## src/sv/kmsb_pkg.sv

```systemverilog
// Shared types, constants and the hash step function for the k-mer set block.
package kmsb_pkg;

    localparam int KEY_W = 64;
    localparam int MAX_K = 32;
    localparam int QUEUE_DEPTH = 4;
    localparam int QUEUE_PTR_W = 2;
    localparam logic [5:0] KMER_LEN_RESET = 6'd31;
    localparam logic [2:0] MIX_LAST_STEP = 3'd6;
    localparam logic REG_KMER_LEN = 1'b0;

    typedef struct packed {
        logic       command;
        logic [7:0] base_char;
        logic       is_last;
    } item_t;

    typedef struct packed {
        logic read_hit;
        logic table_full;
    } result_t;

    typedef enum logic [1:0] {
        OP_NONE,
        OP_INSERT,
        OP_LOOKUP
    } op_t;

    typedef struct packed {
        op_t              op;
        logic             last;
        logic [KEY_W-1:0] fwd;
        logic [KEY_W-1:0] rev;
    } job_t;

    typedef enum logic [2:0] {
        ST_CLEAR,
        ST_IDLE,
        ST_HASH,
        ST_MOD,
        ST_READ,
        ST_CHECK,
        ST_OUT
    } bk_state_t;

    // One step of the 64-bit integer mixing hash.
    function automatic logic [KEY_W-1:0] mix_step(input logic [KEY_W-1:0] v,
                                                  input logic [2:0] idx);
        logic [KEY_W-1:0] r;
        begin
            case (idx)
                3'd0: r = ~v + (v << 21);
                3'd1: r = v ^ (v >> 24);
                3'd2: r = v + (v << 3) + (v << 8);
                3'd3: r = v ^ (v >> 14);
                3'd4: r = v + (v << 2) + (v << 4);
                3'd5: r = v ^ (v >> 28);
                3'd6: r = v + (v << 31);
                default: r = v;
            endcase
            return r;
        end
    endfunction

endpackage

```

## src/sv/kmsb_queue.sv

```systemverilog
// Short job queue between the front and back parts.
module kmsb_queue (
    input  logic           clk,
    input  logic           rst_n,
    input  logic           push,
    input  kmsb_pkg::job_t push_job,
    input  logic           pop,
    output kmsb_pkg::job_t head_job,
    output logic           empty,
    output logic           full
);

    kmsb_pkg::job_t entry_reg [kmsb_pkg::QUEUE_DEPTH];
    logic [kmsb_pkg::QUEUE_PTR_W-1:0] wr_reg, wr_next, rd_reg, rd_next;
    logic [kmsb_pkg::QUEUE_PTR_W:0]   cnt_reg, cnt_next;

    assign empty    = cnt_reg == '0;
    assign full     = cnt_reg == (kmsb_pkg::QUEUE_PTR_W + 1)'(kmsb_pkg::QUEUE_DEPTH);
    assign head_job = entry_reg[rd_reg];

    always_comb
    begin
        wr_next  = (push && !full) ? wr_reg + 1'b1 : wr_reg;
        rd_next  = (pop && !empty) ? rd_reg + 1'b1 : rd_reg;
        cnt_next = cnt_reg;
        if (push && !full && !(pop && !empty))
            cnt_next = cnt_reg + 1'b1;
        else if (!(push && !full) && pop && !empty)
            cnt_next = cnt_reg - 1'b1;
    end

    always_ff @(posedge clk)
    begin
        if (push && !full)
            entry_reg[wr_reg] <= push_job;
    end

    always_ff @(posedge clk or negedge rst_n)
    begin
        if (!rst_n)
        begin
            wr_reg  <= '0;
            rd_reg  <= '0;
            cnt_reg <= '0;
        end
        else
        begin
            wr_reg  <= wr_next;
            rd_reg  <= rd_next;
            cnt_reg <= cnt_next;
        end
    end

endmodule

```

## config.mk

```make
export PLATFORM = sky130hd
export DESIGN_NAME = kmsb_queue
export DESIGN_NICKNAME = d
export VERILOG_FILES = /design/src/sv/kmsb_pkg.sv /design/src/sv/kmsb_queue.sv
export SDC_FILE = /design/constraint.sdc
export NUM_CORES = 1
export LEC_CHECK = 0
export BUFFER_PORTS_ARGS = -buffer_cell sky130_fd_sc_hd__buf_2
export CAP_MARGIN = 20
export CORE_ASPECT_RATIO = 0.6
export CORE_MARGIN = 3
export CORE_UTILIZATION = 50
export CTS_CLUSTER_SIZE = 24
export DETAILED_ROUTE_END_ITERATION = 6
export HOLD_SLACK_MARGIN = 0.03
export PLACE_DENSITY = 0.7
export SLEW_MARGIN = 40
export SYNTH_ARGS = -nofsm -noshare
export SYNTH_HDL_FRONTEND = slang
export SYNTH_SLANG_ARGS = --single-unit
```

## constraint.sdc

```tcl
create_clock -name clk -period 7.7 [get_ports clk]
set_input_delay 0.77 -clock clk [delete_from_list [all_inputs] [get_ports clk]]
set_output_delay 0.77 -clock clk [all_outputs]
set_load 0.02 [all_outputs]
```

==> results.md, run 1 <==
* Status: finished clean
* Core Region at 0.03799 mm2
* Chip Height at 158.5 um
* Die area at 0.04125 mm2
* Max Cap Viol at 0
* Slew Limit Fails at 0
* I/O Pins at 268
* Worst hold slack at 56.54 ps
* CP top delay family: buffers and inverters
* Post-synthesis cell area at 0.01939 mm2
* Final setup fails at 0
* Register-to-Register Path Depth at 3
* Worst Path Required at 6930 ps
* Top_reg_cell synth: edfxtp_1
* Cts hold-fix bufs at 0
* Synth Area per Inst at 26.20 um2
* RSZ-0062 raised after global routing: no
* Crit path cell chain: buf_6, mux4_2, buf_2
* Final worst path period need at 3497 ps
* Synth cell types at 27
* CP Class: reg2out
* Drt first pass iters at 5
* Pwr Density at 400.3 mW/mm2
* Ys Warns at 0
* Post-synth EDFFs at 524
* Worst setup SP type: register
* Filler cells at 2,668
* Vias in the first global route at 9,296
* Largest fanout on the critical path at 49
* Largest register FFs at 524
* Setup slack after layout at 4203 ps
* Slowest stage delay, CP at 710 ps
* Hold Vio Cnt, Final at 0
* Headroom to the max-slew limit at 47.11%
* Worst r2r src: cnt_reg[0]
* Buf/Inv on CP at 2
* Clock transition at the registers of the reported paths at 60 ps
* Achievable frequency at 285.9 MHz
* Sink Count at 531
* Met3 wire len at 2436 um
* Fin nets at 1,175
* Crit path max-delay cell type: dfrtp_4
* Root Driver: clkbuf_16
* Cells after synthesis at 740
* Port Buffers at 267
* Syn Nets at 880
* Starting density of the core at 51.04%
* Overflow after GRT at 0
* DPL Wire Length at 22,800 um
* Drt wl/cell at 23.40 um
* H-tree levels at 2
* Row cnt at 55
* Gpl congestion at 0.7241
* First-pass GRT wire length at 56,080 um
* Number of setup buffers added after CTS at 0
* Max Used Layer: met5
* Vias/cell at 5.502
* CTS Buffer Depth at 3
* Area grow syn2layout at 17.69%
* Pre-CTS setup slack at 4620 ps
* Worst r2r dst: entry_reg[3][25]
* Largest net degree at the start of global routing at 69
* Metal-1 WL at 15,830 um
* Critical Path Sink Type: output pin
* Worst Hold Class: in2async
* Leak at 7.716 nW
* CTS Buf Count at 46
* Initial antenna violation count at 11
* FF+latch count, synth at 531
* Setup TNS Final at 0 ps
* Share of layout cells above drive strength 1 at 45.47%
* Met2 WL at 18,260 um
* TritonCTS clock tree: yes
* Tcrit/Tclk final at 45.42%
* All-Layer GR Usage at 18.09%
* Post_cts resized at 0
* Asr flop ratio synth at 1.318%
* DRC Markers at 0
* Vias at 8,754
* Max VDD drop at 230.6 uV
* Seq/Total Area, Yosys at 82.06%
* Initial DRC count at 697
* WL final at 37,220 um
* Skew final at 11.97 ps
* Die width at 260.2 um
* Worst slew pin tran at 793.3 ps
* Crit path DAT at 2730 ps
* Worst-skew pair later-pin latency at 550 ps
* Final Util at 60.07%
* Reg-to-reg setup timing slack at 5080 ps
* Number of routed nets with antenna violations at 0
-- area by class of cell --
cell class,instances,area (um2),share of cell area (%)
diodes,7,17.52,0.07677
clock buffers,56,1210,5.302
clock inverters,28,244.0,1.069
inverters,5,18.77,0.08225
multi-input cells,171,3267,14.32
flip-flops and latches,531,15920,69.76
well taps,513,641.9,2.813
repair buffers,280,1501,6.580
-- Yosys cell counts (all sizes together), types with 2 or more instances --
library cell | instances | share of area (%)
edfxtp | 524 | 81
mux4 | 131 | 15
buf | 26 | 0.96
clkbuf | 7 | 0.14
dfrtp | 7 | 0.90
inv | 5 | 0.097
o21ai | 5 | 0.13
and3 | 4 | 0.13
ha | 4 | 0.26
nand3 | 4 | 0.10
xnor2 | 4 | 0.18
nand2 | 3 | 0.071
nor2 | 3 | 0.058
a21oi | 2 | 0.052
mux2 | 2 | 0.14
-- where the power goes --
| group | total [W] | switching, W | internal, W |
|---|---|---|---|
| Combinational | 0.00287 | 0.00172 | 0.00115 |
| Sequential | 0.00402 | 0.000204 | 0.00382 |
| Clock | 0.00224 | 0.000985 | 0.00126 |
-- worst max path at each step --
stage | startpoint | to | slack [ps] | depth (start not counted)
after floorplan | push | entry_reg[3][0] | 3080 | 2
after global placement | rd_reg[0] | head_job[18] | 4000 | 3
after detailed placement | rd_reg[0] | head_job[94] | 4620 | 3
after CTS | rd_reg[0] | head_job[94] | 4010 | 3
after global routing | rd_reg[0] | head_job[116] | 3960 | 3
final | rd_reg[0] | head_job[116] | 4200 | 3
-- cell usage in the layout, fill, tap and decap left out, drive strengths merged, types with 5 or more instances in the layout --
cell type  instances
clkbuf            56
edfxtp           524
clkinv            19
o21ai              5
buf              280
inv                6
mux4             131
dfrtp              7
diode              7
-- kinds of logic after synthesis --
group           share of synthesized area, %
xor+xnor                              0.1807
fa+ha+maj                             0.3614
compound gates                        0.3808
simple gates                          0.4712
buf+inv                                1.194
flops                                  82.06
mux                                    15.35
-- per-stage QoR --
stage	cell area, um2	std cells	total power, W
floorplan	19390	740	0.006117
global placement	21260	1497	0.006941
detailed placement	21340	1500	0.007023
CTS	22800	1584	0.009274
global route	22810	1588	0.009575
finish	22820	1591	0.009135
-- per-layer routing --
metal	global-route usage, %	vias to the layer above
met4	4.108	8
li1	-	3798
met2	29.10	231
met1	25.34	4652
met3	4.880	65
met5	0	-
(Power assumes the default switching activity.)
==> run 2: changes to the inputs <==
--- a/config.mk
+++ b/config.mk
@@ -13,7 +13,7 @@
 export CTS_CLUSTER_SIZE = 24
 export DETAILED_ROUTE_END_ITERATION = 6
 export HOLD_SLACK_MARGIN = 0.03
-export PLACE_DENSITY = 0.7
+export PLACE_DENSITY = 0.73
 export SLEW_MARGIN = 40
 export SYNTH_ARGS = -nofsm -noshare
 export SYNTH_HDL_FRONTEND = slang
==> constraint.sdc (replaced) <==
create_clock -name clk -period 3.08 [get_ports clk]
set_input_delay 0.308 -clock clk [delete_from_list [all_inputs] [get_ports clk]]
set_output_delay 0.308 -clock clk [all_outputs]
set_load 0.02 [all_outputs]
==> results.md, run 2 (synthesis results as in run 1) <==
* Status: finished clean
* Overflow after GRT at 0
* Internal at 0.01625 W
* I/O Pins at 268
* Worst Hold Class: in2reg
* Final setup fails at 0
* Skew final at 21.26 ps
* Headroom to the max-slew limit at 52.46%
* Final worst path period need at 2767 ps
* Filler cells at 2,477
* Pwr Density at 961.0 mW/mm2
* Hold Vio Cnt, Final at 0
* Drt wl/cell at 22.04 um
* Worst Path Required at 2770 ps
* Root Driver: clkbuf_16
* CP Class: reg2out
* Max Cap Viol at 0
* Number of setup buffers added after CTS at 0
* CTS Buffer Depth at 3
* Leak at 8.515 nW
* Core Region at 0.03799 mm2
* Port Buffers at 267
* Slew Limit Fails at 0
* Chip Height at 158.5 um
* WL final at 38,460 um
* RSZ-0062 raised after global routing: no
* Max VDD drop at 692.0 uV
* Metal-1 WL at 16,170 um
* First-pass GRT wire length at 58,630 um
* Drt first pass iters at 5
* Worst Hold Depth at 3
* Row cnt at 55
* Worst hold slack at 105.7 ps
* Clk pwr share at 24.4%
* Commonest non-fill, non-tap cell in the layout: edfxtp_1
* Sequential power share at 42.5%
* Max Used Layer: met4
* Register-to-Register Path Depth at 3
* Clock transition at the registers of the reported paths at 70 ps
* Largest fanout on the critical path at 25
* Worst setup SP type: register
* Post_cts resized at 0
* All-Layer GR Usage at 18.77%
* Worst-skew pair later-pin latency at 560 ps
* Sink Count at 531
* Share of layout cells above drive strength 1 at 41.67%
* Starting density of the core at 51.04%
* CTS Buf Count at 47
* Met2 WL at 19,150 um
* Gpl congestion at 0.7185
* Met3 wire len at 2361 um
* Commonest non-fill, non-tap cells in the layout: edfxtp_1, buf_2, dlygate4sd3_1
* Sw power at 0.007430 W
* Die area at 0.04125 mm2
* DPL Wire Length at 23,620 um
* Setup TNS Final at 0 ps
* Worst slew pin tran at 713.1 ps
* Vias in the first global route at 10.00k
* Logic pwr share at 33.1%
* H-tree levels at 2
* Fin nets at 1,335
* Achievable frequency at 361.5 MHz
* TritonCTS clock tree: yes
* Largest net degree at the start of global routing at 37
* Initial antenna violation count at 0
* DRC Markers at 0
* Crit path max-delay cell type: dfrtp_4
* Crit path DAT at 2460 ps
* Switching Share at 31.38%
* Largest register FFs at 524
* Vias/cell at 5.370
* Vias at 9,370
* Initial DRC count at 647
* Cts hold-fix bufs at 132
* Tcrit/Tclk final at 89.82%
* Area grow syn2layout at 27.08%
* Die width at 260.2 um
* Crit path cell chain: buf_12, mux4_2, buf_2
* Number of routed nets with antenna violations at 0
* Critical Path Sink Type: output pin
* Slowest stage delay, CP at 830 ps
run 2: cell count changes in the layout (fill, tap and decap cells not counted), sizes merged:
cell         before  now
clkinvlp          4    0
clkinv           19   12
buf             280  307
dlygate4sd3       0  132
clkbuf           56   66
diode             7    1
inv               6    8
run 2: power by group through the flow:
| stage | Clock (W) | Combinational (W) | Sequential (W) |
|---|---|---|---|
| after floorplan | 0 | 0.00521 | 0.00997 |
| after global placement | 0 | 0.00780 | 0.0102 |
| after detailed placement | 0 | 0.00784 | 0.0102 |
| after CTS | 0.00589 | 0.00801 | 0.0101 |
| after global routing | 0.00622 | 0.00833 | 0.0102 |
| final | 0.00577 | 0.00783 | 0.0101 |
run 2: per-layer routing:
| layer | track usage (%) | vias up |
|---|---|---|
| li1 | - | 4114 |
| met5 | 0 | - |
| met2 | 30.61 | 293 |
| met1 | 26.44 | 4908 |
| met3 | 4.085 | 55 |
| met4 | 4.718 | 0 |
run 2: area by class of cell:
| class | instances | area, um2 | area share (%) |
|---|---|---|---|
| timing repair buffer | 439 | 3271 | 13.27 |
| clock inverter | 19 | 211.5 | 0.8582 |
| clock buffer | 66 | 1309 | 5.312 |
| inverter | 5 | 18.77 | 0.07617 |
| multi-input combinational | 171 | 3267 | 13.26 |
| antenna | 1 | 2.502 | 0.01016 |
| sequential | 531 | 15920 | 64.61 |
| tap | 513 | 641.9 | 2.605 |
run 2: worst paths after layout:
path | startpoint | to | slack (ps)
min reg2reg | wr_reg[0] | wr_reg[0] | 550
max | rd_reg[0] | head_job[53] | 310
max in group asynchronous | rst_n | rd_reg[1] | 2760
max reg2reg | cnt_reg[0] | entry_reg[1][60] | 890
min in group asynchronous | rst_n | rd_reg[0] | 120
min | pop | rd_reg[0] | 110
run 2: worst max-delay path: cells and delay by family (launching register included):
kind | cells | cell delay (ps)
flip-flops | 1 | 830
multiplexers | 1 | 560
buffers and inverters | 2 | 470
run 2: stage by stage:
| step | power (W) | std cells | worst slack, ps | instance area (um2) | util (%) |
|---|---|---|---|---|---|
| CTS | 0.02400 | 1744 | 251.7 | 24640 | 64.86 |
| detailed placement | 0.01808 | 1527 | 874.1 | 21790 | 57.37 |
| finish | 0.02368 | 1745 | 313.5 | 24640 | 64.86 |
| floorplan | 0.01517 | 740 | 267.8 | 19390 | - |
| global placement | 0.01797 | 1527 | 894.2 | 21790 | 57.37 |
| global route | 0.02475 | 1744 | 178.4 | 24640 | 64.86 |
