===== src/sv/kmsb_pkg.sv =====
// Shared types, constants and the hash step function for the k-mer set block.
package kmsb_pkg;

    localparam int KEY_W = 64;
    localparam int MAX_K = 32;
    localparam int QUEUE_DEPTH = 4;
    localparam int QUEUE_PTR_W = 2;
    localparam logic [5:0] KMER_LEN_RESET = 6'd31;
    localparam logic [2:0] MIX_LAST_STEP = 3'd6;
    localparam logic REG_KMER_LEN = 1'b0;

    typedef struct packed {
        logic       command;
        logic [7:0] base_char;
        logic       is_last;
    } item_t;

    typedef struct packed {
        logic read_hit;
        logic table_full;
    } result_t;

    typedef enum logic [1:0] {
        OP_NONE,
        OP_INSERT,
        OP_LOOKUP
    } op_t;

    typedef struct packed {
        op_t              op;
        logic             last;
        logic [KEY_W-1:0] fwd;
        logic [KEY_W-1:0] rev;
    } job_t;

    typedef enum logic [2:0] {
        ST_CLEAR,
        ST_IDLE,
        ST_HASH,
        ST_MOD,
        ST_READ,
        ST_CHECK,
        ST_OUT
    } bk_state_t;

    // One step of the 64-bit integer mixing hash.
    function automatic logic [KEY_W-1:0] mix_step(input logic [KEY_W-1:0] v,
                                                  input logic [2:0] idx);
        logic [KEY_W-1:0] r;
        begin
            case (idx)
                3'd0: r = ~v + (v << 21);
                3'd1: r = v ^ (v >> 24);
                3'd2: r = v + (v << 3) + (v << 8);
                3'd3: r = v ^ (v >> 14);
                3'd4: r = v + (v << 2) + (v << 4);
                3'd5: r = v ^ (v >> 28);
                3'd6: r = v + (v << 31);
                default: r = v;
            endcase
            return r;
        end
    endfunction

endpackage


===== src/sv/kmsb_front.sv =====
// Front part: decodes characters, keeps both k-mer windows and classifies each beat.
module kmsb_front (
    input  logic                clk,
    input  logic                rst_n,
    input  logic                item_valid,
    output logic                item_stall,
    input  kmsb_pkg::item_t     item,
    input  logic [5:0]          kmer_len,
    input  logic                q_ready,
    output logic                push,
    output kmsb_pkg::job_t      job
);

    logic [63:0] fwd_reg, fwd_next, rev_reg, rev_next;
    logic [5:0]  run_reg, run_next;
    logic [5:0]  k;
    logic [63:0] mask;
    logic [6:0]  shift;
    logic [2:0]  code;
    logic [63:0] fwd_new, rev_new;
    logic [5:0]  run_new;
    logic        complete;
    logic        accept;
    kmsb_pkg::op_t op;

    assign item_stall = !q_ready;
    assign accept = item_valid && !item_stall;

    always_comb
    begin
        case (item.base_char)
            8'h41, 8'h61: code = 3'd0;
            8'h43, 8'h63: code = 3'd1;
            8'h47, 8'h67: code = 3'd2;
            8'h54, 8'h74: code = 3'd3;
            default:      code = 3'd4;
        endcase
    end

    always_comb
    begin
        if (kmer_len == 6'd0)
            k = 6'd1;
        else if (kmer_len > 6'(kmsb_pkg::MAX_K))
            k = 6'(kmsb_pkg::MAX_K);
        else
            k = kmer_len;
        mask  = (k == 6'(kmsb_pkg::MAX_K)) ? '1 : ((64'd1 << {k, 1'b0}) - 64'd1);
        shift = {k - 6'd1, 1'b0};
        if (code[2])
        begin
            fwd_new  = '0;
            rev_new  = '0;
            run_new  = '0;
            complete = 1'b0;
        end
        else
        begin
            fwd_new  = ((fwd_reg << 2) | {62'd0, code[1:0]}) & mask;
            rev_new  = ((rev_reg >> 2) | ({62'd0, 2'd3 - code[1:0]} << shift)) & mask;
            run_new  = (run_reg < 6'(kmsb_pkg::MAX_K)) ? run_reg + 6'd1 : run_reg;
            complete = run_new >= k;
        end
        if (!complete)
            op = kmsb_pkg::OP_NONE;
        else if (item.command)
            op = kmsb_pkg::OP_LOOKUP;
        else
            op = kmsb_pkg::OP_INSERT;
    end

    always_comb
    begin
        fwd_next = fwd_reg;
        rev_next = rev_reg;
        run_next = run_reg;
        if (accept)
        begin
            fwd_next = item.is_last ? '0 : fwd_new;
            rev_next = item.is_last ? '0 : rev_new;
            run_next = item.is_last ? '0 : run_new;
        end
    end

    assign push = accept && (op != kmsb_pkg::OP_NONE || item.is_last);
    assign job  = '{op: op, last: item.is_last, fwd: fwd_new, rev: rev_new};

    always_ff @(posedge clk or negedge rst_n)
    begin
        if (!rst_n)
        begin
            fwd_reg <= '0;
            rev_reg <= '0;
            run_reg <= '0;
        end
        else
        begin
            fwd_reg <= fwd_next;
            rev_reg <= rev_next;
            run_reg <= run_next;
        end
    end

endmodule


===== config.mk =====
export PLATFORM = sky130hd
export DESIGN_NAME = kmsb_front
export DESIGN_NICKNAME = d
export VERILOG_FILES = /design/src/sv/kmsb_pkg.sv /design/src/sv/kmsb_front.sv
export SDC_FILE = /design/constraint.sdc
export NUM_CORES = 1
export LEC_CHECK = 0
export ABC_AREA = 0
export BUFFER_PORTS_ARGS = -buffer_cell sky130_fd_sc_hd__buf_2
export CORE_MARGIN = 5
export CORE_UTILIZATION = 35
export CTS_BUF_LIST = sky130_fd_sc_hd__clkbuf_8 sky130_fd_sc_hd__clkbuf_16
export DETAILED_ROUTE_END_ITERATION = 8
export GPL_TIMING_DRIVEN = 0
export PLACE_DENSITY_LB_ADDON = 0.05
export SLEW_MARGIN = 20
export SYNTH_ARGS = -nofsm -noshare
export SYNTH_HDL_FRONTEND = slang
export SYNTH_SLANG_ARGS = --single-unit
export TNS_END_PERCENT = 1

===== constraint.sdc =====
create_clock -name clk -period 5.9 [get_ports clk]
set_clock_uncertainty 0.1 [all_clocks]
set_input_delay 0.59 -clock clk [delete_from_list [all_inputs] [get_ports clk]]
set_output_delay 0.59 -clock clk [all_outputs]
set_load 0.005 [all_outputs]

==> impl_metrics.yaml, run 1 <==
sta:
  slew_violations: 0
  setup-violations-final: 0
  holdWs_ns: 0.02141
  hold_violations: 0
  setup_slack_ns: 0.2707
  rsz0062_at_grt: "false"
  maxSlewHeadroom: 0.2096
  min_period_over_period: 0.9541
  worst_pin_slew_ns: 1.186
  fmax_mhz: 177.6
  finalWorstPathRequiredPeriod_ns: 5.629
critical_path:
  cpLargestDelayFamily: "buffers and inverters"
  cp_common_cell: "buf_2"
  cp.arrival_ns: 4.94
  critPathCaptureType: "output port"
  cp_data_required_time_ns: 5.21
  cp-start-kind: "input port"
  crit_type: "input port to output port"
  crit_slowest_cell: "xor2_1"
  worst-path-buf-inv: 9
  cp_slowest_stage_delay_ns: 0.32
  regToRegStartpoint: "run_reg[0]$_DFFE_PN0P_"
  cp_max_fo: 17
  crit_chain: "buf_2 -> buf_2 -> buf_2 -> nor4_1 -> o21ai_1 -> ha_1 -> buf_2 -> clkbuf_2 -> and2_0 -> clkbuf_1 -> inv_1 -> ha_2 -> o221ai_2 -> a21o_1 -> buf_6 -> a21oi_1 -> xor2_1 -> nand2_1 -> and3_1 -> buf_2"
  cp-startpoint: "kmer_len[4]"
die:
  dieWidth_um: 164.0
  rows: 56
  io-pin-count: 153
  die_h_um: 164.0
  coreArea_um2: 23400
  die-area_um2: 26900
  initial_core_util: 0.3548
logic_synthesis:
  ys_warn_count: 0
  avgSynthCellArea_um2: 8.604
  ys_types: 85
  synth-async-reset-ratio: 1.000
  synth_edf_count: 0
  netlist_area_um2: 8303
  ys_seq_area_frac: 0.3918
  ys.flop_type: "dfrtp_1"
  syn_inst: 965
  synth_seq_cells: 130
  synth.net_count: 998
pwr:
  p_total_mw: 2.384
  p_per_area_nw_per_um2: 236.3
  leakage_nw: 4.621
  ir_drop_uv: 157.9
global_route:
  grtUsageTotal: 0.2969
  grt_pass1_wl_um: 57750
  grt_max_degree: 70
  grt_overflow: 0
  grt_pass1_vias: 8440
  antenna_found_initial: 1
clock_tree:
  cts_tree: "done"
  clock_sinks: 130
  max-clock-path-buffers: 2
  postCtsSetupBuffers: 0
  cts_root_buf: "clkbuf_16"
  clk_pin_slew_worst_paths_ns: 0.07
  clk_latency_ns: 0.43
  htree_levels: 4
  cts_buffers: 17
finish:
  fin_area_um2: 10090
  drive_gt1_frac: 0.2243
  multi_input_area_um2: 4624
  fin_cells: 1466
  layout_commonest_cell: "nand2_1"
  layout_common_cells: "169 x nand2_1, 162 x buf_2, 130 x dfrtp_1"
  syn2layout_area_growth_pct: 21.50
  seqCellArea_um2: 3253
  fillers: 2477
  nNetsFinal: 1166
place:
  placed_cell_area_um2: 9492
  pre_cts_ws_ns: -0.06969
  dp_cells: 1434
  place_congestion: 0.9652
  port_buffers: 149
  dpl.hpwl_um: 29120
route:
  drt_first_pass_iters: 5
  wire_per_inst_um: 27.24
  drc_errors: 0
  routed_wl_um: 39940
  drt_iter0_drc: 875
  ant_nets: 0
  vias: 8698
  vias_per_cell: 5.933
run:
  cap_violations: 0
outcome:
  outcome: "completed"
min_path:
  hp-class: "input port to async pin"
-- cell families after synthesis --
| family | Yosys count | share of synthesized area |
|---|---|---|
| buffers and inverters | 93 | 0.05229 |
| and+or+nand+nor | 426 | 0.2601 |
| adders and majority gates | 13 | 0.01959 |
| muxes | 3 | 0.003767 |
| DFF | 130 | 0.3918 |
| AOI/OAI and AO/OA | 283 | 0.2545 |
| xor gates and xnor gates | 17 | 0.01793 |
-- synthesized netlist by cell type, types with 11 or more instances --
cell,n,area [um^2]
a21oi_1,31,155.2
a22o_1,44,385.4
a31oi_1,43,269.0
a32o_1,29,290.3
and2_1,21,131.4
and3_1,41,256.5
buf_2,14,70.07
clkbuf_1,54,202.7
dfrtp_1,130,3253
ha_1,13,162.7
inv_1,11,41.29
nand2_1,169,634.4
nand3_1,13,65.06
nor2_1,77,289.0
nor2b_1,18,112.6
nor3_1,22,110.1
o21ai_0,50,250.2
o21ai_1,13,65.06
o31ai_1,15,112.6
-- cell type report --
type	count	area share
inverters	12	0.004465
well taps	319	0.03956
repair buffers	150	0.07764
clock buffers	18	0.04353
flip-flops and latches	130	0.3225
diodes	1	0.0002480
multi-input cells	742	0.4584
plain buffers	80	0.03832
clock inverters	14	0.01538
-- stage by stage --
step / setup TNS (ns) / util
after floorplan: 0 / -
after CTS: 0 / 0.4310
final: 0 / 0.4311
after global routing: 0 / 0.4310
after global placement: -0.09715 / 0.4037
after detailed placement: -0.06969 / 0.4056
-- path summary, 6_finish.rpt --
| kind | to | cells past startpoint | slack, ns |
|---|---|---|---|
| hold / removal | fwd_reg[6]$_DFFE_PN0P_ | 1 | 0.02 |
| min in group clk | fwd_reg[61]$_DFFE_PN0P_ | 2 | 0.38 |
| max in group asynchronous | rev_reg[35]$_DFFE_PN0P_ | 2 | 4.92 |
| setup / recovery | job[108] | 20 | 0.27 |
| setup reg to reg | run_reg[4]$_DFFE_PN0P_ | 5 | 4.44 |
| hold reg to reg | fwd_reg[61]$_DFFE_PN0P_ | 2 | 0.38 |
-- metal layers --
layer | vias to the layer above | share of wire | global-route usage
li1 | 3859 | - | -
met1 | 4304 | 0.44 | 0.4148
met2 | 460 | 0.43 | 0.4463
met3 | 73 | 0.093 | 0.08181
met4 | 2 | 0.032 | 0.09607
met5 | - | 0.00033 | 0
-- report_power, final --
group	switching (mW)	leakage (nW)	internal [mW]
combinational	0.295	2.52	0.0882
sequential	0.000391	1.82	0.892
clock	0.468	0.287	0.640
-- what timing repair did --
item / CTS / global route
cloned: 0 / 0
gates resized for setup: 1 / 1
hold buffers: 0 / 0
setup endpoints to repair: 1 / 28
Power figures use the tool's default switching activity.
==> run 2, diff against run 1 <==
--- a/config.mk
+++ b/config.mk
@@ -11,8 +11,6 @@
 export CORE_UTILIZATION = 35
 export CTS_BUF_LIST = sky130_fd_sc_hd__clkbuf_8 sky130_fd_sc_hd__clkbuf_16
 export DETAILED_ROUTE_END_ITERATION = 8
-export GPL_TIMING_DRIVEN = 0
-export PLACE_DENSITY_LB_ADDON = 0.05
 export SLEW_MARGIN = 20
 export SYNTH_ARGS = -nofsm -noshare
 export SYNTH_HDL_FRONTEND = slang
==> run 2 against run 1 <==
  * Clock-buffer cell count is 1 lower
  * Clock power hardly changed
  * Hold slack better by 0.010 ns
  * First-iteration DRC count is 1.3% lower
  * Combinational power is 16% lower
  * Non-clock buffer count is 56 lower
  * Via count is 6.1% lower
  * Critical path depth is 6 lower
  * Total power is 1.5% lower
  * Sequential share of layout area is 0.63 points higher
  * Global-route usage is 6.8 points lower
  * Largest cell class unchanged
  * Highest routed layer unchanged
==> impl_metrics.yaml, run 2 (synthesis results as in run 1) <==
outcome:
  outcome: "completed"
route:
  ant_nets: 0
  drt_first_pass_iters: 6
  vias: 8168
  drt_iter0_drc: 864
  drc_errors: 0
  routed_wl_um: 30720
  vias_per_cell: 5.797
  wire_per_inst_um: 21.80
place:
  port_buffers: 151
  place_congestion: 0.9723
  dpl.hpwl_um: 21510
  placed_cell_area_um2: 9278
global_route:
  grt_pass1_vias: 8028
  grt_pass1_wl_um: 47310
  grt_max_degree: 72
  grtUsageTotal: 0.2288
  grt_overflow: 0
  antenna_found_initial: 1
clock_tree:
  cts_hold_buf: 0
  cts.repair.resized: 0
  max-clock-path-buffers: 2
  clk_pin_slew_worst_paths_ns: 0.06
  cts_tree: "done"
  cts_buffers: 17
  cts_root_buf: "clkbuf_16"
  clock_sinks: 130
  postCtsSetupBuffers: 0
  htree_levels: 4
  clk_latency_ns: 0.43
die:
  die_h_um: 164.0
  rows: 56
  initial_core_util: 0.3548
  die-area_um2: 26900
  io-pin-count: 153
  coreArea_um2: 23400
  dieWidth_um: 164.0
critical_path:
  critPathCaptureType: "output port"
  cp.arrival_ns: 4.39
  cp-start-kind: "input port"
  crit_type: "input port to output port"
  cp_max_fo: 21
  cp_data_required_time_ns: 5.21
sta:
  setup-violations-final: 0
  min_period_over_period: 0.8616
  slew_violations: 0
  rsz0062_at_grt: "false"
  maxSlewHeadroom: 0.3839
  tns_ns: 0
  hold_violations: 0
  finalWorstPathRequiredPeriod_ns: 5.083
  worst_pin_slew_ns: 0.9242
  fmax_mhz: 196.7
finish:
  fin_area_um2: 9896
  syn2layout_area_growth_pct: 19.18
  finish.utilization: 0.4229
  layout_commonest_cell: "nand2_1"
  drive_gt1_frac: 0.2358
  fillers: 2424
  nNetsFinal: 1110
  layout_common_cells: "168 x nand2_1, 150 x buf_2, 130 x dfrtp_1"
  diodes: 0
min_path:
  hp-class: "input port to async pin"
run:
  cap_violations: 0
pwr:
  p_per_area_nw_per_um2: 237.2
  leakage_nw: 4.557
  ir_drop_uv: 142.0
run 2: worst paths after layout:
kind | from | to | slack [ns] | cells past startpoint
worst max-delay path | kmer_len[4] | job[108] | 0.82 | 14
worst min-delay path | rst_n | rev_reg[18]$_DFFE_PN0P_ | 0.03 | 1
worst max register to register | run_reg[0]$_DFFE_PN0P_ | run_reg[4]$_DFFE_PN0P_ | 4.47 | 5
worst min register to register | fwd_reg[61]$_DFFE_PN0P_ | fwd_reg[61]$_DFFE_PN0P_ | 0.37 | 2
max in group asynchronous | rst_n | rev_reg[37]$_DFFE_PN0P_ | 4.32 | 2
min in group clk | fwd_reg[61]$_DFFE_PN0P_ | fwd_reg[61]$_DFFE_PN0P_ | 0.37 | 2
run 2: cell type report:
class,instances,area [um^2],area share
tap,319,399.1,0.04033
inverter,12,45.04,0.004552
clock buffer,17,425.4,0.04299
multi-input combinational,742,4646,0.4695
timing repair buffer,174,934.6,0.09445
sequential,130,3253,0.3287
clock inverter,15,192.7,0.01947
run 2: power by group:
part | switching, mW | internal, mW
sequential | 0.000380 | 0.892
clock | 0.429 | 0.703
combinational | 0.245 | 0.0786
run 2: routing by layer:
layer | track usage | part of all wire | wire (um)
met4 | 0.05719 | 0.012 | 377
met3 | 0.05747 | 0.083 | 2555
met1 | 0.3174 | 0.44 | 13490
met2 | 0.3593 | 0.46 | 14280
met5 | 0 | 0.00036 | 11
run 2: critical path, stage by stage:
cell	delay (ns)
buf_2	0.34
nor4_1	0.13
o21ai_1	0.41
ha_1	0.48
and2_0	0.45
inv_1	0.10
ha_1	0.30
o221ai_2	0.18
a21o_1	0.41
a21oi_1	0.16
xor2_1	0.30
nand2_1	0.17
and3_1	0.25
buf_2	0.12
run 2: metrics by stage:
step,setup WS (ns),total power [mW],hold slack (ns),instances
floorplan,1.251,1.112,0.1944,965
global placement,0.9761,1.225,0.3541,1377
detailed placement,0.9061,1.225,0.3613,1377
CTS,0.8991,2.356,0.06198,1409
global route,0.5512,2.426,0.06807,1409
finish,0.8167,2.348,0.03183,1409
==> run 3, diff against run 2 <==
==> constraint.sdc (replaced) <==
create_clock -name clk -period 5.9 [get_ports clk]
set_clock_uncertainty 0.1 [all_clocks]
set_input_delay 0.295 -clock clk [delete_from_list [all_inputs] [get_ports clk]]
set_output_delay 0.295 -clock clk [all_outputs]
set_load 0.005 [all_outputs]
==> run 3 against run 2 <==
  * Total power decreased by 3.0%
  * Critical path type unchanged
  * Final area down 1.0%
  * Register-to-register slack worse by 0.05 ns
  * Non-clock buffer count fell by 9
  * Combinational power about the same
  * Largest power group unchanged
  * Final cell count down 0.64%
  * Sequential share of layout area rose by 0.33 points
  * Hold slack gained 0.13 ns
  * Die area is the same
  * First-iteration DRC count increased by 3.8%
  * Wire length increased by 0.11%
==> impl_metrics.yaml, run 3 (synthesis results as in run 1) <==
outcome:
  outcome: "completed"
place:
  place_congestion: 0.9330
  port_buffers: 151
  placed_cell_area_um2: 9205
  dpl.hpwl_um: 21190
route:
  vias: 8210
  drc_errors: 0
  vias_per_cell: 5.864
  routed_wl_um: 30750
  drt_first_pass_iters: 5
  drt_iter0_drc: 897
  ant_nets: 0
  wire_per_inst_um: 21.97
min_path:
  hp-class: "input port to register"
finish:
  fin_area_um2: 9797
  layout_commonest_cell: "nand2_1"
  fillers: 2424
  multi_input_area_um2: 4648
  layout_common_cells: "168 x nand2_1, 150 x buf_2, 130 x dfrtp_1"
  nNetsFinal: 1101
  finish.utilization: 0.4186
  drive_gt1_frac: 0.2285
  seqCellArea_um2: 3253
  syn2layout_area_growth_pct: 17.99
  diodes: 0
critical_path:
  crit_type: "input port to output port"
  cp_max_fo: 32
  cp_data_required_time_ns: 5.51
  critPathCaptureType: "output port"
  cp-start-kind: "input port"
  cp.arrival_ns: 4.40
clock_tree:
  clock_sinks: 130
  cts_tree: "done"
  max-clock-path-buffers: 2
  cts_root_buf: "clkbuf_16"
  cts_buffers: 17
  cts.repair.resized: 0
  clk_pin_slew_worst_paths_ns: 0.06
  htree_levels: 4
  clk_latency_ns: 0.43
sta:
  min_period_over_period: 0.8126
  rsz0062_at_grt: "false"
  tns_ns: 0
  maxSlewHeadroom: 0.3204
  fmax_mhz: 208.6
  hold_violations: 0
  finalWorstPathRequiredPeriod_ns: 4.795
  holdWs_ns: 0.1630
  setup-violations-final: 0
  slew_violations: 0
  worst_pin_slew_ns: 1.018
global_route:
  grt_max_degree: 77
  grt_overflow: 0
  grt_pass1_vias: 8012
  grtUsageTotal: 0.2283
  grt_pass1_wl_um: 47390
  antenna_found_initial: 2
die:
  io-pin-count: 153
  die_h_um: 164.0
  coreArea_um2: 23400
  initial_core_util: 0.3548
  rows: 56
  dieWidth_um: 164.0
  die-area_um2: 26900
run:
  cap_violations: 0
pwr:
  leakage_nw: 4.502
  p_total_mw: 2.278
  ir_drop_uv: 150.9
  p_per_area_nw_per_um2: 232.5
==> run 3: power breakdown <==
group          internal, mW  switching, mW  total (mW)
Clock                 0.648          0.418        1.07
Combinational        0.0748          0.246       0.320
Sequential            0.892       0.000398       0.893
==> run 3: layout make-up <==
class | instances | area share
multi-input combinational | 742 | 0.4745
timing repair buffer | 165 | 0.08876
inverter | 12 | 0.004598
clock buffer | 20 | 0.04764
sequential | 130 | 0.3321
clock inverter | 12 | 0.01175
tap | 319 | 0.04074
==> run 3: what timing repair did <==
| item | 4_1_cts | 5_1_grt |
|---|---|---|
| hold endpoints to repair | 60 | 0 |
| setup buffers | 0 | 0 |
| hold buffers | 1 | 0 |
| endpoints found under the setup margin | 0 | 0 |
==> run 3: worst paths after layout <==
kind	depth (start not counted)	end	slack (ns)	startpoint
worst min-delay path	3	fwd_reg[1]$_DFFE_PN0P_	0.16	item[3]
worst min register to register	2	fwd_reg[61]$_DFFE_PN0P_	0.37	fwd_reg[61]$_DFFE_PN0P_
worst max register to register	5	run_reg[4]$_DFFE_PN0P_	4.42	run_reg[0]$_DFFE_PN0P_
max in group asynchronous	3	rev_reg[57]$_DFFE_PN0P_	4.05	rst_n
worst max-delay path	13	job[108]	1.11	kmer_len[2]
min in group asynchronous	2	rev_reg[20]$_DFFE_PN0P_	0.30	rst_n
==> run 3: critical path: stages <==
cell and delay [ns]:
buf_2 0.49, nor4_1 0.11, o21ai_1 0.42, inv_2 0.13
ha_1 0.53, nor2_1 0.60, o21ai_2 0.22, a21o_1 0.37
a21oi_1 0.34, xor2_1 0.35, nand2_1 0.17, and3_1 0.25
buf_2 0.12
==> run 3: per-stage QoR <==
| stage | instances | setup WS [ns] |
|---|---|---|
| global placement | 1367 | 1.238 |
| CTS | 1400 | 1.224 |
| detailed placement | 1367 | 1.237 |
| finish | 1400 | 1.105 |
| floorplan | 965 | 1.841 |
| global route | 1400 | 0.8724 |
==> run 3: layer usage <==
layer / global-route usage / share of wire
met3: 0.04668 / 0.078
met5: 0 / 0.0010
met4: 0.05909 / 0.016
met1: 0.3194 / 0.45
met2: 0.3623 / 0.46
